==> src/rtl/nbfe_pkg.sv <==
package nbfe_pkg;

   // Command codes on the request channel
   localparam logic [1:0] CMD_START   = 2'd0;
   localparam logic [1:0] CMD_PAYLOAD = 2'd1;
   localparam logic [1:0] CMD_REPLY   = 2'd2;

   // Result kinds
   localparam logic [1:0] KIND_TX      = 2'd0;
   localparam logic [1:0] KIND_DATA    = 2'd1;
   localparam logic [1:0] KIND_VERDICT = 2'd2;

   // Verdict codes
   localparam logic [1:0] VERD_OK         = 2'd0;
   localparam logic [1:0] VERD_BAD_SUM    = 2'd1;
   localparam logic [1:0] VERD_STATUS     = 2'd2;
   localparam logic [1:0] VERD_UNEXPECTED = 2'd3;

   // Frame constants and limits
   localparam logic [7:0] HDR_FLAG    = 8'h80;
   localparam logic [7:0] MASK_RESET  = 8'h0c;
   localparam logic [6:0] MAX_PAYLOAD = 7'd76;
   localparam logic [5:0] MAX_REPLY   = 6'd62;

   // Most results one transaction can cause
   localparam int MAX_RESULTS = 4;

   typedef struct packed {
      logic [1:0] command;
      logic [6:0] node;
      logic [6:0] payload_len;
      logic [5:0] reply_size;
      logic [7:0] data_byte;
   } nbfe_item_type;

   typedef struct packed {
      logic [1:0] kind;
      logic [7:0] out_byte;
      logic [1:0] verdict;
      logic       last;
   } nbfe_result_type;

   typedef struct packed {
      logic [2:0]                        count;
      nbfe_result_type [MAX_RESULTS-1:0] res;
   } nbfe_batch_type;

endpackage

==> src/rtl/nbfe_req_if.sv <==
interface nbfe_req_if;
   logic       valid;
   logic       ready;
   logic [1:0] command;
   logic [6:0] node;
   logic [6:0] payload_len;
   logic [5:0] reply_size;
   logic [7:0] data_byte;

   modport source (output valid, command, node, payload_len, reply_size, data_byte,
                   input ready);
   modport sink   (input valid, command, node, payload_len, reply_size, data_byte,
                   output ready);
endinterface

==> src/rtl/nbfe_rsp_if.sv <==
interface nbfe_rsp_if;
   logic       valid;
   logic       ready;
   logic [1:0] kind;
   logic [7:0] out_byte;
   logic [1:0] verdict;
   logic       last;

   modport source (output valid, kind, out_byte, verdict, last, input ready);
   modport sink   (input valid, kind, out_byte, verdict, last, output ready);
endinterface

==> src/rtl/nbfe_framer.sv <==
module nbfe_framer (
   input  logic                    clock,
   input  logic                    reset,
   input  logic                    step_en,
   input  logic                    csr_wr_en,
   input  logic [7:0]              csr_wr_data,
   input  nbfe_pkg::nbfe_item_type item,
   output nbfe_pkg::nbfe_batch_type batch
);
   import nbfe_pkg::*;

   logic [7:0] mask_ff;
   logic [7:0] tx_sum_ff, tx_sum_in;
   logic [6:0] tx_left_ff, tx_left_in;
   logic       tx_open_ff, tx_open_in;
   logic [5:0] rx_expected_ff, rx_expected_in;
   logic [5:0] rx_count_ff, rx_count_in;
   logic [7:0] rx_sum_ff, rx_sum_in;
   logic       rx_open_ff, rx_open_in;

   logic [7:0] hdr_byte;
   logic [7:0] len_byte;
   logic [7:0] start_sum;
   logic [7:0] pay_sum;
   logic [6:0] pay_left;
   logic [7:0] rx_sum_next;
   logic [7:0] rl_start;
   logic [7:0] rl_open;

   function automatic nbfe_result_type mk_res(input logic [1:0] kind,
                                              input logic [7:0] b,
                                              input logic [1:0] verd,
                                              input logic       last);
      nbfe_result_type r;
      r.kind     = kind;
      r.out_byte = b;
      r.verdict  = verd;
      r.last     = last;
      return r;
   endfunction

   // Byte arithmetic shared by the command arms
   always_comb begin
      hdr_byte    = HDR_FLAG | {1'b0, item.node};
      len_byte    = {1'b0, item.payload_len} + 8'd1;
      start_sum   = hdr_byte + len_byte;
      pay_sum     = tx_sum_ff + item.data_byte;
      pay_left    = tx_left_ff - 7'd1;
      rx_sum_next = rx_sum_ff + item.data_byte;
      rl_start    = (item.reply_size != 6'd0) ? ({2'b00, item.reply_size} + 8'd2) : 8'd0;
      rl_open     = (rx_expected_ff != 6'd0) ? ({2'b00, rx_expected_ff} + 8'd2) : 8'd0;
   end

   // Results and next state for one transaction
   always_comb begin
      tx_sum_in      = tx_sum_ff;
      tx_left_in     = tx_left_ff;
      tx_open_in     = tx_open_ff;
      rx_expected_in = rx_expected_ff;
      rx_count_in    = rx_count_ff;
      rx_sum_in      = rx_sum_ff;
      rx_open_in     = rx_open_ff;
      batch          = '0;

      case (item.command)
         CMD_START: begin
            tx_open_in     = 1'b0;
            tx_left_in     = 7'd0;
            tx_sum_in      = 8'd0;
            rx_open_in     = 1'b0;
            rx_count_in    = 6'd0;
            rx_sum_in      = 8'd0;
            rx_expected_in = 6'd0;
            if (item.payload_len > MAX_PAYLOAD || item.reply_size > MAX_REPLY) begin
               batch.count  = 3'd1;
               batch.res[0] = mk_res(KIND_VERDICT, 8'd0, VERD_UNEXPECTED, 1'b1);
            end else begin
               rx_expected_in = item.reply_size;
               batch.res[0]   = mk_res(KIND_TX, hdr_byte, VERD_OK, 1'b0);
               if (item.payload_len == 7'd0) begin
                  // empty payload closes the frame at once
                  batch.count  = 3'd4;
                  batch.res[1] = mk_res(KIND_TX, len_byte, VERD_OK, 1'b0);
                  batch.res[2] = mk_res(KIND_TX, 8'd0 - start_sum, VERD_OK, 1'b0);
                  batch.res[3] = mk_res(KIND_TX, rl_start, VERD_OK, 1'b1);
                  rx_open_in   = (item.reply_size != 6'd0);
               end else begin
                  batch.count  = 3'd2;
                  batch.res[1] = mk_res(KIND_TX, len_byte, VERD_OK, 1'b1);
                  tx_open_in   = 1'b1;
                  tx_left_in   = item.payload_len;
                  tx_sum_in    = start_sum;
               end
            end
         end
         CMD_PAYLOAD: begin
            if (!tx_open_ff || tx_left_ff == 7'd0) begin
               batch.count  = 3'd1;
               batch.res[0] = mk_res(KIND_VERDICT, 8'd0, VERD_UNEXPECTED, 1'b1);
            end else if (pay_left == 7'd0) begin
               // last counted byte: checksum and reply length follow
               batch.count  = 3'd3;
               batch.res[0] = mk_res(KIND_TX, item.data_byte, VERD_OK, 1'b0);
               batch.res[1] = mk_res(KIND_TX, 8'd0 - pay_sum, VERD_OK, 1'b0);
               batch.res[2] = mk_res(KIND_TX, rl_open, VERD_OK, 1'b1);
               tx_open_in   = 1'b0;
               tx_left_in   = 7'd0;
               tx_sum_in    = 8'd0;
               rx_count_in  = 6'd0;
               rx_sum_in    = 8'd0;
               rx_open_in   = (rx_expected_ff != 6'd0);
            end else begin
               batch.count  = 3'd1;
               batch.res[0] = mk_res(KIND_TX, item.data_byte, VERD_OK, 1'b1);
               tx_sum_in    = pay_sum;
               tx_left_in   = pay_left;
            end
         end
         CMD_REPLY: begin
            if (!rx_open_ff) begin
               batch.count  = 3'd1;
               batch.res[0] = mk_res(KIND_VERDICT, 8'd0, VERD_UNEXPECTED, 1'b1);
            end else if (rx_count_ff < rx_expected_ff) begin
               batch.count  = 3'd1;
               batch.res[0] = mk_res(KIND_DATA, item.data_byte, VERD_OK, 1'b1);
               rx_sum_in    = rx_sum_next;
               rx_count_in  = rx_count_ff + 6'd1;
            end else if (rx_count_ff == rx_expected_ff) begin
               // checksum byte: summed, no result
               rx_sum_in   = rx_sum_next;
               rx_count_in = rx_count_ff + 6'd1;
            end else begin
               // status byte closes the reply
               batch.count = 3'd1;
               if (rx_sum_ff != 8'd0) begin
                  batch.res[0] = mk_res(KIND_VERDICT, 8'd0, VERD_BAD_SUM, 1'b1);
               end else if ((item.data_byte & mask_ff) != 8'd0) begin
                  batch.res[0] = mk_res(KIND_VERDICT, 8'd0, VERD_STATUS, 1'b1);
               end else begin
                  batch.res[0] = mk_res(KIND_VERDICT, 8'd0, VERD_OK, 1'b1);
               end
               rx_open_in     = 1'b0;
               rx_count_in    = 6'd0;
               rx_sum_in      = 8'd0;
               rx_expected_in = 6'd0;
            end
         end
         default: begin
            batch.count = 3'd0;
         end
      endcase
   end

   // Frame state, advanced once per accepted transaction
   always_ff @(posedge clock) begin
      if (reset) begin
         mask_ff        <= MASK_RESET;
         tx_sum_ff      <= 8'd0;
         tx_left_ff     <= 7'd0;
         tx_open_ff     <= 1'b0;
         rx_expected_ff <= 6'd0;
         rx_count_ff    <= 6'd0;
         rx_sum_ff      <= 8'd0;
         rx_open_ff     <= 1'b0;
      end else begin
         if (csr_wr_en) begin
            mask_ff <= csr_wr_data;
         end
         if (step_en) begin
            tx_sum_ff      <= tx_sum_in;
            tx_left_ff     <= tx_left_in;
            tx_open_ff     <= tx_open_in;
            rx_expected_ff <= rx_expected_in;
            rx_count_ff    <= rx_count_in;
            rx_sum_ff      <= rx_sum_in;
            rx_open_ff     <= rx_open_in;
         end
      end
   end

endmodule

==> src/rtl/node_bus_frame_engine.sv <==
// Bus-master framer for an addressed node bus. Each request transaction is
// worked combinationally against the frame state and its results (up to
// four: header, length, checksum and reply-length bytes for a start with no
// payload) are loaded into a four-entry result register, which hands out one
// result per cycle on the response channel while rsp_chan.ready is high.
// A request causes 1, 2 or 4 results for a start, 1 or 3 for a payload
// byte and 0 or 1 for a reply byte. The next request is taken in the same
// cycle as the last buffered result, or whenever the buffer is empty.
// status_error_mask (reset 0x0c) selects the status bits that count as a
// node error; write it only while no transaction is in flight.
module node_bus_frame_engine (
   input  logic             clock,
   input  logic             reset,
   nbfe_req_if.sink         req_chan,
   nbfe_rsp_if.source       rsp_chan,
   input  logic             csr_wr_en,
   input  logic [7:0]       csr_wr_data
);
   import nbfe_pkg::*;

   nbfe_item_type   item;
   nbfe_batch_type  batch;
   nbfe_result_type res_ff [MAX_RESULTS];
   nbfe_result_type head_res;
   logic [1:0]      head_ff;
   logic [2:0]      cnt_ff;
   logic            accept;
   logic            take;

   assign item.command     = req_chan.command;
   assign item.node        = req_chan.node;
   assign item.payload_len = req_chan.payload_len;
   assign item.reply_size  = req_chan.reply_size;
   assign item.data_byte   = req_chan.data_byte;

   nbfe_framer u_framer (
      .clock       (clock),
      .reset       (reset),
      .step_en     (accept),
      .csr_wr_en   (csr_wr_en),
      .csr_wr_data (csr_wr_data),
      .item        (item),
      .batch       (batch)
   );

   // Handshakes: accept while the buffer is empty or empties in this cycle
   assign take           = rsp_chan.valid && rsp_chan.ready;
   assign req_chan.ready = (cnt_ff == 3'd0) || (cnt_ff == 3'd1 && rsp_chan.ready);
   assign accept         = req_chan.valid && req_chan.ready;

   // Response drive from the head entry
   assign head_res          = res_ff[head_ff];
   assign rsp_chan.valid    = (cnt_ff != 3'd0);
   assign rsp_chan.kind     = head_res.kind;
   assign rsp_chan.out_byte = head_res.out_byte;
   assign rsp_chan.verdict  = head_res.verdict;
   assign rsp_chan.last     = head_res.last;

   // Result payload
   always_ff @(posedge clock) begin
      if (accept) begin
         for (int i = 0; i < MAX_RESULTS; i++) begin
            res_ff[i] <= batch.res[i];
         end
      end
   end

   // Result count and head pointer
   always_ff @(posedge clock) begin
      if (reset) begin
         head_ff <= 2'd0;
         cnt_ff  <= 3'd0;
      end else if (accept) begin
         head_ff <= 2'd0;
         cnt_ff  <= batch.count;
      end else if (take) begin
         head_ff <= head_ff + 2'd1;
         cnt_ff  <= cnt_ff - 3'd1;
      end
   end

endmodule
==> src/flat_wrapper.sv <==
// flat-port wrapper written by rule: the top's interface ports become plain ports
module node_bus_frame_engine_flat import nbfe_pkg::*;
  (clock, reset, csr_wr_en, csr_wr_data, req_chan_valid, req_chan_command, req_chan_node, req_chan_payload_len, req_chan_reply_size, req_chan_data_byte, req_chan_ready, rsp_chan_valid, rsp_chan_kind, rsp_chan_out_byte, rsp_chan_verdict, rsp_chan_last, rsp_chan_ready);
  nbfe_req_if req_chan_i ();
  nbfe_rsp_if rsp_chan_i ();
  input  logic clock;
  input  logic reset;
  input  logic csr_wr_en;
  input  logic [7:0] csr_wr_data;
  input wire logic [$bits(req_chan_i.valid)-1:0] req_chan_valid;
  input wire logic [$bits(req_chan_i.command)-1:0] req_chan_command;
  input wire logic [$bits(req_chan_i.node)-1:0] req_chan_node;
  input wire logic [$bits(req_chan_i.payload_len)-1:0] req_chan_payload_len;
  input wire logic [$bits(req_chan_i.reply_size)-1:0] req_chan_reply_size;
  input wire logic [$bits(req_chan_i.data_byte)-1:0] req_chan_data_byte;
  output wire logic [$bits(req_chan_i.ready)-1:0] req_chan_ready;
  output wire logic [$bits(rsp_chan_i.valid)-1:0] rsp_chan_valid;
  output wire logic [$bits(rsp_chan_i.kind)-1:0] rsp_chan_kind;
  output wire logic [$bits(rsp_chan_i.out_byte)-1:0] rsp_chan_out_byte;
  output wire logic [$bits(rsp_chan_i.verdict)-1:0] rsp_chan_verdict;
  output wire logic [$bits(rsp_chan_i.last)-1:0] rsp_chan_last;
  input wire logic [$bits(rsp_chan_i.ready)-1:0] rsp_chan_ready;
  assign req_chan_i.valid = req_chan_valid;
  assign req_chan_i.command = req_chan_command;
  assign req_chan_i.node = req_chan_node;
  assign req_chan_i.payload_len = req_chan_payload_len;
  assign req_chan_i.reply_size = req_chan_reply_size;
  assign req_chan_i.data_byte = req_chan_data_byte;
  assign req_chan_ready = req_chan_i.ready;
  assign rsp_chan_valid = rsp_chan_i.valid;
  assign rsp_chan_kind = rsp_chan_i.kind;
  assign rsp_chan_out_byte = rsp_chan_i.out_byte;
  assign rsp_chan_verdict = rsp_chan_i.verdict;
  assign rsp_chan_last = rsp_chan_i.last;
  assign rsp_chan_i.ready = rsp_chan_ready;
  node_bus_frame_engine u_core (.clock(clock), .reset(reset), .req_chan(req_chan_i), .rsp_chan(rsp_chan_i), .csr_wr_en(csr_wr_en), .csr_wr_data(csr_wr_data));
endmodule
==> config.mk <==
export PLATFORM = sky130hd
export DESIGN_NAME = node_bus_frame_engine_flat
export DESIGN_NICKNAME = d
export VERILOG_FILES = /design/src/rtl/nbfe_pkg.sv /design/src/rtl/nbfe_req_if.sv /design/src/rtl/nbfe_rsp_if.sv /design/src/rtl/nbfe_framer.sv /design/src/rtl/node_bus_frame_engine.sv /design/src/flat_wrapper.sv
export SDC_FILE = /design/constraint.sdc
export NUM_CORES = 1
export LEC_CHECK = 0
export BUFFER_PORTS_ARGS = -buffer_cell sky130_fd_sc_hd__buf_2
export CORE_ASPECT_RATIO = 2
export CORE_UTILIZATION = 56
export CTS_BUF_LIST = sky130_fd_sc_hd__clkbuf_4
export DETAILED_ROUTE_END_ITERATION = 10
export PLACE_DENSITY = 0.76
export SETUP_SLACK_MARGIN = 0.5
export SYNTH_ARGS = -nofsm -noshare
export SYNTH_HDL_FRONTEND = slang
export SYNTH_SLANG_ARGS = --single-unit
==> constraint.sdc <==
create_clock -name clock -period 3.45 [get_ports clock]
set_input_delay 0.1725 -clock clock [delete_from_list [all_inputs] [get_ports clock]]
set_output_delay 0.1725 -clock clock [all_outputs]
set_load 0.05 [all_outputs]
==> qor.csv, run 1 <==
metric,value,unit
status,"complete, no violations",
crit path time final,2.851,ns
Inserted Clock Buffers,9,
Clock power frac,15.8,%
post-synthesis mux area share,5.424,%
RePlAce Congestion,0.9944,
Fin Setup TNS,0,ns
first-pass GRT wire length,28170,µm
vias in the first global route,5666,
Final Cycle Share,82.64,%
average size of a mapped cell,9.116,µm²
Post-Syn Instances,668,
clk root buf,clkbuf_4,
Worst slew margin,48.96,%
# DRC,0,
routed length per placed instance,20.64,µm
gr usage total,34.20,%
crit path cell chain,or3_1 > or4_1 > a311o_1 > or2_1 > inv_2 > a32o_1,
Routed Antenna Nets,0,
H-tree Lvls,3,
final wirelength,18100,µm
CORE AREA,10540,µm²
crit-path max cell delay,0.47,ns
Yosys reg bits,91,
"Async S/R FF share, synth",0,%
vias per inst,6.477,
Lkg Pwr,2.747,nW
unique cell type count in the Yosys netlist,67,
largest net degree at the start of global routing,52,
Worst-Margin Slew,0.7656,ns
sequential share of power,39.3,%
die height,149.5,µm
reg2reg start,u_core.u_framer.tx_left_ff[3],
"Worst Setup Slack, final",0.5989,ns
Setup crit start kind,flip-flop,
Hold Crit Start,req_chan_reply_size[5],
die area,11320,µm²
Post-CTS Setup Repair Bufs,0,
Hold Path Class,in2reg,
clock slew at reported path FFs,0.17,ns
Max Cap Viol,0,
leading area contributor after synthesis,edfxtp_1,
pre-CTS WS,0.6004,ns
most frequent cells after synthesis,"74 x nor2_1, 52 x dfxtp_1, 45 x ha_1, 40 x inv_1, 39 x edfxtp_1",
post-synthesis compound-gate area fraction,19.48,%
clk_lat worst skew,0.49,ns
post-DP HPWL,13650,µm
num rows,53,
# nets final,825,
initial antenna violation count,1,
Comb pwr share,44.9,%
IO Pins,58,
Placed Cells,846,
mapped cell area,6090,µm²
ys flop type,dfxtp_1,
Required @ worst endpoint,3.77,ns
CTS tree,yes,
DRT iter0 DRCs,418,
P&R area growth vs syn,11.92,%
"EDFF count, synth",39,
beginning of the critical path,u_core.u_framer.tx_left_ff[3],
sequential-to-total area share from yosys stat,36.33,%
Fmax achieved,0.3507,GHz
worst vdd ir,0.0003458,V
CP Max Fanout,9,
Synth area leaders,"edfxtp_1 19%, dfxtp_1 17%, ha_1 9.2%",
Longest Clk Path Bufs,2,
Num Clock Sinks,91,
Die X,75.74,µm
share of layout cells above drive strength 1,14.07,%
Max Clock Skew,0.02434,ns
post-synthesis xor/xnor area fraction,4.890,%
top-count cell post-synth,nor2_1,
final setup violation count,0,
Pwr per Cell Area,577.9,nW/µm²
Synth Net Count,759,
critical path arrival,3.17,ns
switch share,44.94,%
Switch Pwr,1.770,mW
via count,5680,
Crit-path slowest cell,or4_1,
drt first pass iters,7,
GR Overflow Total,0,
post-synthesis simple-gate area fraction,19.31,%
Final Hold Fails,0,
Ys Warns,0,
critical path class,reg2reg,
internal power,2.168,mW
adder-cell share of the synthesized area,10.23,%
share of the synthesized area in the top cell type,19.23,%
IO Port Bufs,57,
critical path endpoint category,flip-flop,
fin. max-slew vios,0,
Starting Density,57.75,%
Fill cells,877,
RSZ-0062 raised after global routing,no,
largest family of logic cells by synthesized area,compound AO/OA/AOI/OAI gates,
Layout Cells excl Fill,877,
critical path: cells and delay by family (launching register included):
family / cells / cell delay, ns
and+or+nand+nor: 3 / 1.29
buffers and inverters: 1 / 0.24
DFF: 1 / 0.43
AOI/OAI and AO/OA: 2 / 0.72
layer usage:
layer	vias to the layer above	part of all wire [%]	global-route usage [%]
met2	250	52	58.21
met5	-	0	0
met1	2703	34	33.35
met3	94	5.8	9.091
li1	2633	-	-
met4	0	8.4	27.04
registers in the layout, summed over array words and instances (netlist names), named ones only:
signal and flops:
u_core.res_ff 39, u_core.u_framer.tx_sum_ff 8, u_core.u_framer.tx_open_ff 1, u_core.u_framer.mask_ff 8, u_core.cnt_ff 3, u_core.u_framer.rx_sum_ff 8
u_core.head_ff 2, u_core.u_framer.rx_open_ff 1, u_core.u_framer.rx_expected_ff 6, u_core.u_framer.rx_count_ff 6, u_core.u_framer.tx_left_ff 7
logic make-up after synthesis:
group,count (synthesis)
AOI/OAI and AO/OA,169
and+or+nand+nor,235
DFF,91
buffers and inverters,68
xor gates and xnor gates,34
muxes,23
adders and majority gates,48
path summary, 6_finish.rpt:
| check | depth (start not counted) | slack [ns] | endpoint |
|---|---|---|---|
| worst max-delay path | 6 | 0.60 | u_core.res_ff[1][7] |
| worst min-delay path | 3 | 0.06 | u_core.u_framer.rx_expected_ff[5] |
| worst max register to register | 6 | 0.60 | u_core.res_ff[1][7] |
| worst min register to register | 2 | 0.51 | u_core.u_framer.rx_sum_ff[5] |
stage by stage:
step / power (mW) / hold WS [ns] / util [%] / area (µm²)
final: 3.938 / 0.06343 / 64.64 / 6815
after detailed placement: 3.308 / 0.3963 / 61.83 / 6519
after global routing: 4.147 / 0.04259 / 64.64 / 6815
after global placement: 3.261 / 0.3918 / 61.83 / 6519
after floorplan: 2.846 / 0.2949 / - / 6090
after CTS: 3.932 / 0.02499 / 64.57 / 6808
power by group through the flow:
stage	registers, mW	clock network [mW]	logic, mW
final	1.55	0.623	1.77
after global routing	1.57	0.670	1.91
after CTS	1.55	0.632	1.75
after detailed placement	1.57	0	1.74
after global placement	1.56	0	1.70
after floorplan	1.51	0	1.34
cell type report:
| cell class | instances | area [µm²] | share of cell area (%) |
|---|---|---|---|
| multi-input combinational | 509 | 3618 | 53.09 |
| tap | 137 | 171.4 | 2.515 |
| clock buffer | 9 | 67.56 | 0.9914 |
| sequential | 91 | 2212 | 32.46 |
| timing repair buffer | 82 | 508.0 | 7.454 |
| antenna | 1 | 2.502 | 0.03672 |
| clock inverter | 7 | 81.33 | 1.193 |
| inverter | 41 | 153.9 | 2.258 |
timing repair:
action,4_1_cts,5_1_grt
resized for setup,0,2
hold buffers,14,0
endpoints found under the setup margin,0,15
hold endpoints to repair,15,0
layout by cell type, fill, tap and decap left out, types with 14 or more instances in the layout:
| cell type | n |
|---|---|
| ha_1 | 45 |
| nor2_1 | 74 |
| dlygate4sd3_1 | 14 |
| a21oi_1 | 24 |
| mux2i_1 | 15 |
| edfxtp_1 | 39 |
| buf_2 | 57 |
| xnor2_1 | 21 |
| inv_1 | 39 |
| o21ai_0 | 33 |
| nand3_1 | 17 |
| nand2_1 | 34 |
| nor3_1 | 27 |
| dfxtp_1 | 52 |
Power figures use the tool's default switching activity.
==> run 2, diff against run 1 <==
==> constraint.sdc (replaced) <==
create_clock -name clock -period 2.9 [get_ports clock]
set_input_delay 0.145 -clock clock [delete_from_list [all_inputs] [get_ports clock]]
set_output_delay 0.145 -clock clock [all_outputs]
set_load 0.05 [all_outputs]
==> run 2 against run 1 <==
Register-to-register slack worse by 0.21 ns. Sequential share of layout area fell by 2.2 points. Critical path type unchanged. Largest cell class unchanged. Critical endpoint is now u_core.u_framer.rx_count_ff[4]. Clock-buffer cell count did not move.
==> qor.csv, run 2 (synthesis gave the netlist of run 1 again) <==
metric,value,unit,change
status,"complete, no violations",,
# nets final,859,,+4.1%
post-DP HPWL,14480,µm,+6.1%
clk_lat worst skew,0.47,ns,-0.02 ns
Pwr per Cell Area,660.5,nW/µm²,+14%
Worst-Margin Slew,0.7271,ns,-0.03845 ns
Biggest register,u_core.res_ff,,
Setup crit start kind,flip-flop,,
vias in the first global route,5912,,+4.3%
Routed Antenna Nets,0,,unchanged
Starting Density,57.75,%,unchanged
num rows,53,,unchanged
Fill cells,818,,-6.7%
Placed Cells,859,,+1.5%
pre-CTS WS,0.1646,ns,-0.4358 ns
IO Pins,58,,unchanged
vias per inst,6.519,,+0.66%
Hold Path Class,in2reg,,
Num Clock Sinks,91,,unchanged
critical path endpoint category,flip-flop,,
"Worst Setup Slack, final",0.3856,ns,-0.2133 ns
Inserted Clock Buffers,9,,unchanged
# DRC,0,,unchanged
P&R area growth vs syn,20.88,%,
CP Max Fanout,6,,-3
die height,149.5,µm,unchanged
Total Power,4.862,mW,+23%
clock slew at reported path FFs,0.16,ns,about the same
gr usage total,36.65,%,+2.4 points
Required @ worst endpoint,3.31,ns,-0.46 ns
crit-path max cell delay,0.52,ns,+0.05 ns
Hold WS,0.07658,ns,+0.01315 ns
Final Core Density,69.81,%,+5.2 points
Crit-path slowest cell,or4_4,,
number of cells on the worst reg-to-reg path,6,,unchanged
Worst slew margin,51.53,%,+2.6 points
die area,11320,µm²,unchanged
routed length per placed instance,21.70,µm,+5.1%
Fin Setup TNS,0,ns,unchanged
Longest Clk Path Bufs,2,,unchanged
share of layout cells above drive strength 1,24.19,%,+10 points
DRT iter0 DRCs,490,,+17%
critical path arrival,2.92,ns,-0.25 ns
via count,5939,,+4.6%
fin. max-slew vios,0,,unchanged
clk root buf,clkbuf_4,,
IO Port Bufs,57,,unchanged
Final Hold Fails,0,,unchanged
most frequent cells in the layout,"74 x nor2_1, 57 x buf_2, 45 x dfxtp_1",,
final setup violation count,0,,unchanged
Die X,75.74,µm,unchanged
Max Clock Skew,0.01555,ns,-0.008795 ns
Lkg Pwr,2.991,nW,+8.9%
H-tree Lvls,3,,unchanged
critical path class,reg2reg,,
most common library cell in the layout ignoring fill and taps,nor2_1,,
initial antenna violation count,2,,+1
drt first pass iters,5,,-2
largest net degree at the start of global routing,52,,unchanged
Fmax achieved,0.3977,GHz,+13%
CTS tree,yes,,
crit path cell chain,or3_4 > or4_1 > a311o_2 > a21o_4 > or4_4 > a21oi_2,,
final wirelength,19770,µm,+9.2%
crit path time final,2.514,ns,-0.3367 ns
GR Overflow Total,0,,unchanged
Largest register FFs,39,,unchanged
worst vdd ir,0.0004044,V,+17%
Worst Hold Depth,4,,+1
Placed Area,6645,µm²,+1.9%
Max Cap Viol,0,,unchanged
Layout Cells excl Fill,911,,+3.9%
RSZ-0062 raised after global routing,yes,,
final instance area,7361,µm²,+8.0%
Final Cycle Share,86.70,%,+4.1 points
RePlAce Congestion,0.9976,,+0.32%
first-pass GRT wire length,30300,µm,+7.6%
CORE AREA,10540,µm²,unchanged
## run 2: cell types whose count changed in the layout (fill, tap and decap cells not counted), moves of 4 or more
cell     previous run  this run
dfxtp_1            52        45
dfxtp_2             0         4
o21ai_1             2         6
o21ai_0            33        28
buf_6               0         6
buf_4              11        36
## run 2: final cells by class
type / instances / area (µm²) / area share (%)
Multi-Input combinational cell: 510 / 3875 / 52.64
Timing Repair Buffer: 114 / 783.3 / 10.64
Clock inverter: 7 / 65.06 / 0.8839
Antenna cell: 1 / 2.502 / 0.03400
Inverter: 41 / 161.4 / 2.193
Tap cell: 137 / 171.4 / 2.329
Sequential cell: 91 / 2228 / 30.27
Timing Repair inverter: 1 / 6.256 / 0.08499
Clock buffer: 9 / 67.56 / 0.9179
## run 2: final timing paths
path,to,slack (ns),startpoint
max,u_core.u_framer.rx_count_ff[4],0.39,u_core.u_framer.tx_left_ff[2]
min reg2reg,u_core.u_framer.rx_sum_ff[5],0.51,u_core.u_framer.rx_sum_ff[5]
max reg2reg,u_core.u_framer.rx_count_ff[4],0.39,u_core.u_framer.tx_left_ff[2]
min,u_core.cnt_ff[2],0.08,rsp_chan_ready
## run 2: timing repair
| item | in CTS | in global routing |
|---|---|---|
| cloned | 1 | 1 |
| endpoints found under the setup margin | 54 | 58 |
| setup buffers | 10 | 9 |
| resized for setup | 40 | 35 |
| hold buffers | 14 | 0 |
| endpoints found under the hold margin | 15 | 0 |
| pin swaps | 10 | 21 |
## run 2: report_power, final
part	switching, mW	internal [mW]
sequential	0.152	1.69
clock	0.504	0.197
combinational	1.52	0.808
## run 2: worst max-delay path: cells and delay by family (launching register included)
kind,cells,cell delay [ns]
flip-flops,1,0.38
AO/OA/AOI/OAI,3,0.77
AND/OR/NAND/NOR,3,1.31
## run 2: layer usage
layer  routed length (µm)  part of all wire (%)  GRT usage, %
met2                10010                    51         62.32
met4                 1944                   9.8         30.28
met1                 6502                    33         36.16
met3                 1293                   6.5         8.215
met5                   13                 0.066             0
